### config.mk
export PLATFORM = sky130hd
export DESIGN_NAME = pbd_output
export DESIGN_NICKNAME = d
export VERILOG_FILES = /design/src/design/pbd_pkg.sv /design/src/design/pbd_output.sv
export SDC_FILE = /design/constraint.sdc
export NUM_CORES = 1
export LEC_CHECK = 0
export ABC_CLOCK_PERIOD_IN_PS = 2690
export BUFFER_PORTS_ARGS = -buffer_cell sky130_fd_sc_hd__buf_2
export CORE_MARGIN = 4
export CORE_UTILIZATION = 45
export DETAILED_ROUTE_END_ITERATION = 6
export GPL_TIMING_DRIVEN = 0
export PLACE_DENSITY_LB_ADDON = 0.3
export SYNTH_ARGS = -nofsm -noshare
export SYNTH_HDL_FRONTEND = slang
export SYNTH_SLANG_ARGS = --single-unit
export TNS_END_PERCENT = 20
### constraint.sdc
create_clock -name clk -period 2.69 [get_ports clk]
set_input_delay 0.1345 -clock clk [delete_from_list [all_inputs] [get_ports clk]]
set_output_delay 0.1345 -clock clk [all_outputs]
set_load 0.03 [all_outputs]
### src/design/pbd_pkg.sv
package pbd_pkg;

    // Field widths
    localparam int BYTE_W  = 8;
    localparam int WIDTH_W = 16;
    localparam int PW_W    = WIDTH_W + 1;
    localparam int RGB_W   = 3 * BYTE_W;

    // Default palette depth
    localparam int PAL_ENTRIES_DEF = 256;

    // PackBits header constants
    localparam logic [BYTE_W-1:0] HDR_NOP  = 8'd128;
    localparam logic [BYTE_W:0]   RUN_BASE = 9'd257;

    // Input item kinds (carried in s_tuser)
    localparam logic OP_LOAD = 1'b0;
    localparam logic OP_BODY = 1'b1;

    // Configuration register indexes
    localparam logic [1:0] CFG_COMPRESSED = 2'd0;
    localparam logic [1:0] CFG_WIDTH      = 2'd1;
    localparam logic [1:0] CFG_TRANSP_ON  = 2'd2;
    localparam logic [1:0] CFG_TRANSP_IDX = 2'd3;

    localparam logic [WIDTH_W-1:0] WIDTH_RESET = 16'd64;

    typedef enum logic [2:0] {
        PH_HEADER  = 3'b001,
        PH_LITERAL = 3'b010,
        PH_RUNVAL  = 3'b100
    } phase_t;

    typedef struct packed {
        logic                compressed;
        logic [WIDTH_W-1:0]  width;
        logic                transp_on;
        logic [BYTE_W-1:0]   transp_idx;
    } cfg_t;

    // One decoded pixel transaction waiting for its palette lookup
    typedef struct packed {
        logic [BYTE_W-1:0] count;
        logic              over;
        logic              transp;
    } pix_t;

endpackage

### src/design/pbd_output.sv
module pbd_output
    import pbd_pkg::*;
(
    input  logic              clk,
    input  logic              rst_n,
    input  logic              a_valid,
    input  pix_t              a_pix,
    input  logic              rd_hit,
    input  logic [RGB_W-1:0]  rd_rgb,
    output logic              out_ready,
    output logic              m_tvalid,
    input  logic              m_tready,
    output logic [31:0]       m_tdata,
    output logic [1:0]        m_tuser
);

    logic              valid_reg;
    logic [RGB_W-1:0]  rgb_reg;
    logic [BYTE_W-1:0] count_reg;
    logic              opaque_reg;
    logic              over_reg;

    assign out_ready = !valid_reg || m_tready;

    // Result valid
    always_ff @(posedge clk or negedge rst_n)
    begin
        if (!rst_n)
        begin
            valid_reg <= 1'b0;
        end
        else if (out_ready)
        begin
            valid_reg <= a_valid;
        end
    end

    // Map color, blank transparent and unloaded entries
    always_ff @(posedge clk)
    begin
        if (out_ready)
        begin
            rgb_reg    <= (rd_hit && !a_pix.transp) ? rd_rgb : '0;
            count_reg  <= a_pix.count;
            opaque_reg <= !a_pix.transp;
            over_reg   <= a_pix.over;
        end
    end

    assign m_tvalid = valid_reg;
    assign m_tdata  = {count_reg, rgb_reg};
    assign m_tuser  = {over_reg, opaque_reg};

endmodule

==> reports/results.ini <==
[synth]
ys_seq_area_share_pct = 81.7
yosys_warnings = 0
synth-simple-area-share_pct = 15.1
synthMuxAreaShare_pct = 0
synth_top_family_by_area = simple AND/OR/NAND/NOR gates
yosys.area.top_type = edfxtp_1
synthDominantCellAreaShare_pct = 79.8
ys_seq_elements = 35
avgSynthCellArea_um2 = 19.1
synth_area_mm2 = 0.00128
syn-num-nets = 106
synthAdderAreaFrac_pct = 0
synth.distinct_cells = 9
synth_area_leaders = edfxtp_1 80%, and2_2 7.6%, and2_1 5.4%
synth-compound-area-share_pct = 0
yosys.area_share.xor_xnor_pct = 0
synthCells = 67

[power]
leakage_nw = 0.869
seqPwrFrac_pct = 58.9
switching_share_pct = 26.4
power_frac_comb_pct = 17.7
finalPower_w = 0.00111
switching_power_w = 0.000292
powerDensity_mw_per_mm2 = 599
internal-power_w = 0.000816
power.share.clock_pct = 23.4
ir_drop_v = 0.000497

[layout]
largest_register_ffs = 24
drive_above_1_share_pct = 61.9
antenna_cells = 0
final_common_cell = buf_2
mostFrequentLayoutCells = 74 x buf_2, 34 x edfxtp_1, 13 x and2_2
regArea_mm2 = 0.00105
fill_cells = 199
nets = 198
area_growth_pct = 44.7
fin_cells = 191
multiInputGateArea_um2 = 195

[placement]
placed_cells = 172
post-dp-hpwl_um = 1700
io_buffers = 74
post-place-ws_ps = 1210
gp_congestion = 0.639

[cts]
cts_tree = built
cts_setup_buffers = 0
path_clk_slew_ps = 100
cts_buffer_depth = 2
holdBufCountCts = 11
root_buffer = clkbuf_4
clk-insertion-delay-late_ps = 330
clock_sinks = 35
cts_resized = 0
cts_htree_levels = 2
cts_buffers = 5

[timing]
setup_tns_ps = 0
fmax_ghz = 0.553
fin_crit_ps = 1810
fin_crit_sh_pct = 67.2
setup_slack_ps = 881
rsz0062_at_grt = false
slew_viol_final = 0
setup_viol = 0
maxSlewHeadroom_pct = 42.3
finalHoldViolations = 0
tightestPinTransition_ps = 865
skew_ps = 5.06

[critical_path]
critical_path.max_stage_delay_ps = 620
r2r_start = m_tvalid
required_ps = 2560
path_max_fanout = 36
cpMaxStageDelayCell = nand2b_2
cp-start-kind = flip-flop
crit_chain = nand2b_2 -> buf_2
cp.arrival_ps = 1670
worstSetupPathType = reg2out
crit_start = m_tvalid
crit_path_end_kind = output port

[grt]
grt_pass1_vias = 886
grt_overflow_total = 0
grt_start_max_net_pins = 37
grt_pass1_wl_um = 3730
antenna_found_initial = 0
grt_usage_pct = 14.3

[run_status]
status = finished, final reports clean

[detailed_routing]
routedWlPerCell_um = 12.9
drt_wl_total_um = 2470
via_per_inst = 4.36
dr.pass1.iters = 4
drt-initial-drc-count = 32
vias = 832
ant_nets = 0
drc_errors = 0

[floorplanning]
start_util_pct = 46.8
core_area_mm2 = 0.00273
io_pins = 75
row_count = 19
die_x_um = 61.3
die_y_um = 61.3
dieArea_mm2 = 0.00376

[min_path]
min_from = a_pix[0]
hold_class = in2reg

[run]
drv_cap = 0

## worst max-delay path: cells and delay by family, from the launching register on
kind | cells | cell delay (ps)
buf+inv | 1 | 340
simple gates | 1 | 620
flops | 1 | 400
## cell usage after synthesis (all sizes together)
library cell  count
dfrtp             1
edfxtp           34
buf               4
nor2b             1
and2             24
inv               1
nand2b            2
## worst paths after layout
kind	to	slack (ps)	cells past startpoint
max	out_ready	880	2
min	opaque_reg	70	2
max reg2reg	count_reg[2]	1300	1
min reg2reg	m_tvalid	1090	2
max in group asynchronous	m_tvalid	2500	2
min in group asynchronous	m_tvalid	110	2
## final cells by class
cell class / count / area share (%)
Clock inverter: 1 / 0.270
Multi-Input combinational cell: 27 / 10.5
Buffer: 4 / 2.03
Sequential cell: 35 / 56.5
Timing Repair Buffer: 85 / 25.9
Tap cell: 31 / 2.09
Clock buffer: 7 / 2.43
Inverter: 1 / 0.203
## cells by family (layout without fill, tap and decap cells)
kind of cell,after synthesis,in the layout
flops,35,35
simple gates,27,27
buf+inv,5,98
## per-layer routing
layer / vias up / global-route usage, % / share of wire, %
li1: 415 / - / -
met1: 363 / 13.9 / 33
met2: 52 / 23.9 / 50
met3: 2 / 8.39 / 17
met4: 0 / 7.27 / 0.77
met5: - / 0 / 0
## stage by stage
stage	utilization [%]	area (µm²)	hold WS [ps]
final	67.7	1850	71.9
after CTS	67.7	1850	49.7
after floorplan	-	1280	-161
after global placement	61.8	1690	-91.0
after global routing	67.7	1850	45.2
after detailed placement	61.9	1690	-89.3
## power groups by stage
stage / clock network [W] / logic, W / registers [W]
after floorplan: 0 / 0.0000377 / 0.000745
after global placement: 0 / 0.000183 / 0.000664
after detailed placement: 0 / 0.000187 / 0.000665
after CTS: 0.000277 / 0.000199 / 0.000653
after global routing: 0.000303 / 0.000212 / 0.000657
final: 0.000260 / 0.000196 / 0.000653
No activity file was read; power rests on OpenSTA's default activity.
