### src/design/pbd_pkg.sv
package pbd_pkg;

    // Field widths
    localparam int BYTE_W  = 8;
    localparam int WIDTH_W = 16;
    localparam int PW_W    = WIDTH_W + 1;
    localparam int RGB_W   = 3 * BYTE_W;

    // Default palette depth
    localparam int PAL_ENTRIES_DEF = 256;

    // PackBits header constants
    localparam logic [BYTE_W-1:0] HDR_NOP  = 8'd128;
    localparam logic [BYTE_W:0]   RUN_BASE = 9'd257;

    // Input item kinds (carried in s_tuser)
    localparam logic OP_LOAD = 1'b0;
    localparam logic OP_BODY = 1'b1;

    // Configuration register indexes
    localparam logic [1:0] CFG_COMPRESSED = 2'd0;
    localparam logic [1:0] CFG_WIDTH      = 2'd1;
    localparam logic [1:0] CFG_TRANSP_ON  = 2'd2;
    localparam logic [1:0] CFG_TRANSP_IDX = 2'd3;

    localparam logic [WIDTH_W-1:0] WIDTH_RESET = 16'd64;

    typedef enum logic [2:0] {
        PH_HEADER  = 3'b001,
        PH_LITERAL = 3'b010,
        PH_RUNVAL  = 3'b100
    } phase_t;

    typedef struct packed {
        logic                compressed;
        logic [WIDTH_W-1:0]  width;
        logic                transp_on;
        logic [BYTE_W-1:0]   transp_idx;
    } cfg_t;

    // One decoded pixel transaction waiting for its palette lookup
    typedef struct packed {
        logic [BYTE_W-1:0] count;
        logic              over;
        logic              transp;
    } pix_t;

endpackage

### src/design/pbd_decoder.sv
module pbd_decoder
    import pbd_pkg::*;
(
    input  logic              clk,
    input  logic              rst_n,
    input  cfg_t              cfg,
    input  logic              accept,
    input  logic              opcode,
    input  logic [BYTE_W-1:0] body_byte,
    input  logic              a_ready,
    output logic              a_valid_reg,
    output pix_t              a_pix_reg
);

    phase_t              phase_reg, phase_next;
    logic [BYTE_W-1:0]   lit_reg, lit_next;
    logic [BYTE_W-1:0]   run_reg, run_next;
    logic [WIDTH_W-1:0]  col_reg, col_next;

    logic [PW_W-1:0]     pw;
    logic                pw_zero;
    logic [WIDTH_W-1:0]  col;
    logic                col_vis;

    logic                s_emit;
    logic [PW_W-1:0]     s_col1;
    logic [WIDTH_W-1:0]  s_next;

    logic [PW_W-1:0]     left;
    logic [PW_W-1:0]     run17;
    logic [PW_W-1:0]     take;
    logic                r_over;
    logic [PW_W-1:0]     room;
    logic [PW_W-1:0]     vis;
    logic                r_emit;
    logic [PW_W-1:0]     r_col;
    logic [WIDTH_W-1:0]  r_next;

    logic                emit;
    pix_t                pix;

    // Column bookkeeping shared by single bytes and runs
    always_comb
    begin
        pw      = {1'b0, cfg.width} + {{WIDTH_W{1'b0}}, cfg.width[0]};
        pw_zero = (pw == '0);
        col     = ({1'b0, col_reg} >= pw) ? '0 : col_reg;
        col_vis = (col < cfg.width);

        // One byte, one column
        s_emit = !pw_zero && col_vis;
        s_col1 = {1'b0, col} + {{WIDTH_W{1'b0}}, 1'b1};
        s_next = (pw_zero || s_col1 >= pw) ? '0 : s_col1[WIDTH_W-1:0];

        // Run clipped to the rest of the padded row
        left   = pw - {1'b0, col};
        run17  = {{(PW_W-BYTE_W){1'b0}}, run_reg};
        take   = (run17 < left) ? run17 : left;
        r_over = (run17 > left);
        room   = {1'b0, cfg.width} - {1'b0, col};
        vis    = !col_vis ? '0 : ((room < take) ? room : take);
        r_emit = !pw_zero && (vis != '0);
        r_col  = {1'b0, col} + take;
        r_next = (pw_zero || r_col >= pw) ? '0 : r_col[WIDTH_W-1:0];
    end

    // Advance the decode state for one body byte
    always_comb
    begin
        phase_next = phase_reg;
        lit_next   = lit_reg;
        run_next   = run_reg;
        col_next   = col_reg;
        emit       = 1'b0;
        pix.count  = 8'd1;
        pix.over   = 1'b0;
        pix.transp = cfg.transp_on && (body_byte == cfg.transp_idx);

        if (accept && opcode == OP_BODY)
        begin
            if (!cfg.compressed)
            begin
                emit     = s_emit;
                col_next = s_next;
            end
            else
            begin
                unique case (phase_reg)
                    PH_LITERAL:
                    begin
                        lit_next = (lit_reg != '0) ? lit_reg - 8'd1 : '0;
                        if (lit_reg <= 8'd1)
                        begin
                            phase_next = PH_HEADER;
                        end
                        emit     = s_emit;
                        col_next = s_next;
                    end
                    PH_RUNVAL:
                    begin
                        phase_next = PH_HEADER;
                        emit       = r_emit;
                        col_next   = r_next;
                        pix.count  = vis[BYTE_W-1:0];
                        pix.over   = r_over;
                    end
                    PH_HEADER:
                    begin
                        if (body_byte < HDR_NOP)
                        begin
                            lit_next   = body_byte + 8'd1;
                            phase_next = PH_LITERAL;
                        end
                        else if (body_byte > HDR_NOP)
                        begin
                            run_next   = BYTE_W'(RUN_BASE - {1'b0, body_byte});
                            phase_next = PH_RUNVAL;
                        end
                        else
                        begin
                            phase_next = PH_HEADER;
                        end
                    end
                    default:
                    begin
                        phase_next = PH_HEADER;
                    end
                endcase
            end
        end
    end

    // Hold decode state
    always_ff @(posedge clk or negedge rst_n)
    begin
        if (!rst_n)
        begin
            phase_reg <= PH_HEADER;
            lit_reg   <= '0;
            run_reg   <= '0;
            col_reg   <= '0;
        end
        else
        begin
            phase_reg <= phase_next;
            lit_reg   <= lit_next;
            run_reg   <= run_next;
            col_reg   <= col_next;
        end
    end

    // Lookup stage valid
    always_ff @(posedge clk or negedge rst_n)
    begin
        if (!rst_n)
        begin
            a_valid_reg <= 1'b0;
        end
        else if (a_ready)
        begin
            a_valid_reg <= emit;
        end
    end

    // Lookup stage payload
    always_ff @(posedge clk)
    begin
        if (a_ready)
        begin
            a_pix_reg <= pix;
        end
    end

endmodule

### config.mk
export PLATFORM = sky130hd
export DESIGN_NAME = pbd_decoder
export DESIGN_NICKNAME = d
export VERILOG_FILES = /design/src/design/pbd_pkg.sv /design/src/design/pbd_decoder.sv
export SDC_FILE = /design/constraint.sdc
export NUM_CORES = 1
export LEC_CHECK = 0
export BUFFER_PORTS_ARGS = -buffer_cell sky130_fd_sc_hd__buf_4
export CORE_MARGIN = 3
export CORE_UTILIZATION = 53
export CTS_BUF_LIST = sky130_fd_sc_hd__clkbuf_4
export DETAILED_ROUTE_END_ITERATION = 7
export GPL_ROUTABILITY_DRIVEN = 0
export PLACE_DENSITY_LB_ADDON = 0.15
export SLEW_MARGIN = 30
export SYNTH_ARGS = -nofsm -noshare
export SYNTH_HDL_FRONTEND = slang
export SYNTH_SLANG_ARGS = --single-unit
### constraint.sdc
create_clock -name clk -period 14 [get_ports clk]
set_input_delay 0.7 -clock clk [delete_from_list [all_inputs] [get_ports clk]]
set_output_delay 0.7 -clock clk [all_outputs]
set_load 0.02 [all_outputs]
==> impl_metrics.tcl, run 1 <==
set metrics [dict create \
    yosys-top-cells-area "sky130_fd_sc_hd__ha_1, sky130_fd_sc_hd__dfrtp_1, sky130_fd_sc_hd__xnor2_1" \
    first_iter_violations 477 \
    rows 42 \
    grtUsageTotal_pct 28.1 \
    finalNetCount 1157 \
    overall_power_after_layout_w 0.00202 \
    dominantRegCellSynth "sky130_fd_sc_hd__dfrtp_1" \
    maxCapViolCount 0 \
    place_ws_ps 1560 \
    filler_cell_count 1279 \
    clock_latency_ps 420 \
    routed_wl_um 20900 \
    grt_antenna_before_repair 1 \
    die-height_um 124 \
    clock_tree_from_tritoncts "yes" \
    path_class "in2reg" \
    synth_edf_count 10 \
    detailedPlacementHpwl_um 17300 \
    ctsLongestPathBuffers 2 \
    setup_repair_after_global_routing_missed_its_margin "no" \
    clock_skew_ps 16.8 \
    layout-area-overhead-vs-synth_pct 8.96 \
    synth.avg_cell_area_um2 7.79 \
    final_core_utilization_pct 59.9 \
    grt_overflow_total 0 \
    cp_max_fo 15 \
    grt_first_pass_wirelength_um 33800 \
    power.density_cell_area_nw_per_um2 252 \
    die_area_um2 15300 \
    timing.critical_path.from_type "input port" \
    post_cts_buffers 0 \
    synth_top_area_cell "sky130_fd_sc_hd__ha_1" \
    synthDominantCellAreaShare_pct 20.6 \
    run_status "finished clean" \
    post_synth_inst_count 945 \
    end_kind "flip-flop" \
    worst_ir_drop_vdd_mv 0.0986 \
    yosysSeqAreaShare_pct 16.3 \
    top_level_ports 50 \
    post_drt_wl_per_cell_um 17.9 \
    floorplan.die.width_um 124 \
    async_set_or_reset_register_ratio_after_synthesis_pct 78.3 \
    finalCritPeriodShare_pct 88.0 \
    hold_viol 0 \
    crit_path_setup_slack_layout_ps 1690 \
    max_stage_delay_ps 740 \
    clock_sinks 46 \
    start_util_pct 54.9 \
    worst-slew-pin-transition_ps 717 \
    synth.cell_area_um2 7360 \
    vias 7083 \
    port_buffers 49 \
    drive_gt1_share_pct 9.25 \
    clkSlewWorstSetupHoldPaths_ps 170 \
    post_cts_resized 0 \
    fin_setup_tns_ps 0 \
    max_clock_freq_mhz 81.2 \
    detail_route.first_pass.iterations 5 \
    post_cts_hold_buffer_count 0 \
    power.leakage_nw 3.76 \
    path_common_cell "sky130_fd_sc_hd__o21ai_0" \
    number_of_global_route_vias_before_repair 6585 \
    grt_start_max_net_pins 37 \
    crit_arrival_ps 12690 \
    yosysWarningCount 0 \
    yosys.cell_count.top_type "sky130_fd_sc_hd__ha_1" \
    detail_route.drc_violations 0 \
    number_of_clock_buffers_inserted_by_tritoncts 5 \
    cts.root.buffer_cell "sky130_fd_sc_hd__clkbuf_4" \
    placeableCoreArea_um2 13400 \
    worst_hold_path_type "in2async" \
    vias_per_cell 6.04 \
    period_minus_slack_ps 12310 \
    worst_slew_margin_rel_pct 52.1 \
    synthesized_flop_and_latch_total 46 \
    post_synth_most_frequent_cells "sky130_fd_sc_hd__ha_1, sky130_fd_sc_hd__inv_1, sky130_fd_sc_hd__nor2_1" \
    critical_path_required_ps 14380 \
    count_of_different_cell_masters_after_synthesis 73 \
    postRouteAntennaNets 0 \
    largest_register_ff_count 16 \
    report.final.setup_viol 0 \
    drv_slew 0 \
    cts.htree.levels 2 \
    critPathSlowestCell "sky130_fd_sc_hd__or4_1" \
]
-- worst max-delay path: cells and delay by family --
family	cells	cell delay, ps
mux	2	590
simple gates	15	3810
buf+inv	4	640
xor+xnor	2	710
compound gates	21	4310
fa+ha+maj	6	1900
-- worst paths after layout --
check | startpoint | end | slack, ps | cells after the start
max | cfg[10] | col_reg[4]$_DFFE_PN0P_ | 1690 | 50
min | rst_n | lit_reg[4]$_DFFE_PN0P_ | 220 | 1
max reg2reg | col_reg[3]$_DFFE_PN0P_ | col_reg[4]$_DFFE_PN0P_ | 3100 | 44
min reg2reg | lit_reg[6]$_DFFE_PN0P_ | lit_reg[6]$_DFFE_PN0P_ | 520 | 2
max in group asynchronous | rst_n | run_reg[7]$_DFFE_PN0P_ | 13410 | 1
min in group clk | lit_reg[6]$_DFFE_PN0P_ | lit_reg[6]$_DFFE_PN0P_ | 520 | 2
-- layout by cell type (no fill, tap or decap), drive strengths merged, types with 13 or more instances in the layout --
master / netlist / layout
nor4: 13 / 13
nor2: 80 / 80
dfrtp: 35 / 35
mux2i: 13 / 13
o21ai: 59 / 59
xor2: 27 / 27
nand3: 30 / 30
conb: 2 / 17
nor3: 16 / 16
nand2: 70 / 70
buf: 5 / 53
nand2b: 17 / 17
xnor2: 53 / 53
o21a: 24 / 24
a21o: 16 / 16
nand4: 28 / 28
and3: 14 / 14
ha: 121 / 121
inv: 83 / 84
a21oi: 56 / 56
nor2b: 19 / 19
-- metrics by stage --
| step | cells | hold WS [ps] | area [um2] |
|---|---|---|---|
| 3_5_place_dp | 1163 | 492 | 7930 |
| 5_1_grt | 1172 | 224 | 8020 |
| 3_3_place_gp | 1163 | 484 | 7920 |
| 6_report | 1172 | 224 | 8020 |
| 4_1_cts | 1171 | 236 | 8010 |
| 2_1_floorplan | 960 | 404 | 7420 |
-- where the power goes --
| group | internal [W] | switching (W) |
|---|---|---|
| clock | 0.0000388 | 0.0000544 |
| combinational | 0.000694 | 0.000970 |
| sequential | 0.000185 | 0.0000790 |
| total | 0.000918 | 0.00110 |
-- logic make-up after synthesis --
logic type / after synthesis / share of synthesized area (%)
other: 2 / 0.102
adders and majority gates: 124 / 21.4
DFF: 46 / 16.3
muxes: 21 / 3.04
AOI/OAI and AO/OA: 233 / 20.8
and+or+nand+nor: 329 / 22.7
buffers and inverters: 109 / 5.76
xor gates and xnor gates: 81 / 9.84
-- routing by layer --
| metal | vias up | wire (um) | track usage, % |
|---|---|---|---|
| met3 | 36 | 1280 | 3.18 |
| li1 | 3490 | - | - |
| met2 | 245 | 9270 | 43.8 |
| met1 | 3312 | 9740 | 40.3 |
| met5 | - | 0 | 0 |
| met4 | 0 | 644 | 9.62 |
-- layout make-up --
class	instances	area (um2)	area share, %
Timing Repair Buffer	53	398	4.96
Tap cell	176	220	2.75
Clock buffer	5	37.5	0.468
Clock inverter	3	48.8	0.608
Sequential cell	46	1200	15.0
Inverter	83	312	3.88
Multi-Input combinational cell	805	5800	72.3
Antenna cell	1	2.50	0.0312
Note: power is estimated with default switching activity, not from simulation.
==> run 2: changes to the inputs <==
- CORE_ASPECT_RATIO: not set -> 0.8
==> run 2 against run 1 <==
Net effect:
- die area about the same
- sequential share of layout area is essentially flat
- maximum frequency about the same
- largest cell class unchanged
==> impl_metrics.tcl, run 2 (synthesis results as in run 1) <==
set metrics [dict create \
    post_drt_wl_per_cell_um 18.0 \
    clock_sinks 46 \
    first_iter_violations 772 \
    postRouteAntennaNets 0 \
    worst_hold_path_type "in2async" \
    post_cts_hold_buffer_count 0 \
    detail_route.first_pass.iterations 5 \
    port_buffers 49 \
    start_util_pct 55.8 \
    finalCritPeriodShare_pct 87.9 \
    maxCapViolCount 0 \
    finalNetCount 1156 \
    antenna_fix_cells 0 \
    filler_cell_count 1223 \
    hold_viol 0 \
    max_stage_delay_ps 750 \
    detailedPlacementHpwl_um 17400 \
    fin_setup_tns_ps 0 \
    vias 7165 \
    cp_max_fo 17 \
    setup_repair_after_global_routing_missed_its_margin "no" \
    critPathSlowestCell "sky130_fd_sc_hd__or4_1" \
    clkSlewWorstSetupHoldPaths_ps 160 \
    largest_register_ff_count 16 \
    number_of_global_route_vias_before_repair 6364 \
    cpLargestDelayFamily "compound AO/OA/AOI/OAI gates" \
    drive_gt1_share_pct 9.26 \
    placeableCoreArea_um2 13200 \
    floorplan.die.width_um 138 \
    overall_power_after_layout_w 0.00204 \
    cts.root.buffer_cell "sky130_fd_sc_hd__clkbuf_4" \
    final_core_utilization_pct 60.7 \
    path_class "in2reg" \
    final.hold.worst_slack_ps 222 \
    run_status "finished clean" \
    max_clock_freq_mhz 81.3 \
    grt_antenna_before_repair 0 \
    layout.cells.most_common "sky130_fd_sc_hd__ha_1" \
    drv_slew 0 \
    timing.critical_path.from_type "input port" \
    grt_overflow_total 0 \
    die_area_um2 15300 \
    worst_slew_margin_rel_pct 50.3 \
    clock_tree_from_tritoncts "yes" \
    worst-slew-pin-transition_ps 740 \
    vias_per_cell 6.13 \
    routed_wl_um 21000 \
    clock_latency_ps 410 \
    number_of_clock_buffers_inserted_by_tritoncts 5 \
    worstPathBufferInverterCount 3 \
    top_level_ports 50 \
    power.density_cell_area_nw_per_um2 254 \
    critical_path_required_ps 14350 \
    die-height_um 111 \
    clock_skew_ps 16.4 \
    reg2reg_depth 43 \
    report.final.setup_viol 0 \
    r2r-end "col_reg[6]$_DFFE_PN0P_" \
    leading_cell_types_in_the_layout_fill_and_taps_excluded "sky130_fd_sc_hd__ha_1, sky130_fd_sc_hd__inv_1, sky130_fd_sc_hd__nor2_1" \
    detail_route.drc_violations 0 \
    post_cts_buffers 0 \
    crit_path_setup_slack_layout_ps 1690 \
    crit_arrival_ps 12660 \
    period_minus_slack_ps 12310 \
    regToRegStartpoint "col_reg[7]$_DFFE_PN0P_" \
    worst_ir_drop_vdd_mv 0.118 \
    power.leakage_nw 3.76 \
    post_cts_resized 0 \
    ctsLongestPathBuffers 2 \
    rrSetupSlack_ps 2860 \
    layout-area-overhead-vs-synth_pct 8.79 \
    rows 37 \
    end_kind "flip-flop" \
    grt_start_max_net_pins 37 \
    cts.htree.levels 2 \
    place_ws_ps 1210 \
    grt_first_pass_wirelength_um 33600 \
    grtUsageTotal_pct 27.5 \
]
-- run 2: layout make-up --
type / instances / area, um2 / area share, %
Tap cell: 175 / 219 / 2.73
Sequential cell: 46 / 1200 / 15.0
Multi-Input combinational cell: 805 / 5800 / 72.5
Timing Repair Buffer: 52 / 390 / 4.87
Inverter: 83 / 312 / 3.89
Clock inverter: 3 / 43.8 / 0.547
Clock buffer: 5 / 37.5 / 0.469
-- run 2: power by group --
| part | leakage [nW] | total, W | switching [W] | internal (W) |
|---|---|---|---|---|
| Combinational | 3.18 | 0.00168 | 0.000990 | 0.000692 |
| Sequential | 0.538 | 0.000265 | 0.0000805 | 0.000185 |
| Clock | 0.0456 | 0.0000891 | 0.0000512 | 0.0000379 |
| Total | 3.76 | 0.00204 | 0.00112 | 0.000915 |
-- run 2: per-layer routing --
layer	GRT usage, %	vias up	routed length (um)
met5	0	-	0
met4	6.19	0	522
met3	3.88	40	1950
met2	38.5	340	8490
met1	44.1	3286	10100
li1	-	3499	-
-- run 2: through the flow --
stage,area (um2),instances
6_report,8010,1169
3_3_place_gp,7910,1161
4_1_cts,8000,1169
3_5_place_dp,7920,1161
2_1_floorplan,7420,960
5_1_grt,8010,1169
-- run 2: worst max-delay path by stage --
stage / slack [ps] / start / depth (start not counted) / endpoint
final: 1690 / cfg[10] / 47 / col_reg[6]$_DFFE_PN0P_
after global routing: 720 / cfg[10] / 49 / col_reg[6]$_DFFE_PN0P_
after CTS: 1660 / cfg[10] / 44 / col_reg[4]$_DFFE_PN0P_
after detailed placement: 1210 / cfg[10] / 44 / col_reg[4]$_DFFE_PN0P_
after global placement: 1260 / cfg[10] / 44 / col_reg[4]$_DFFE_PN0P_
after floorplan: 3320 / cfg[9] / 50 / col_reg[11]$_DFFE_PN0P_
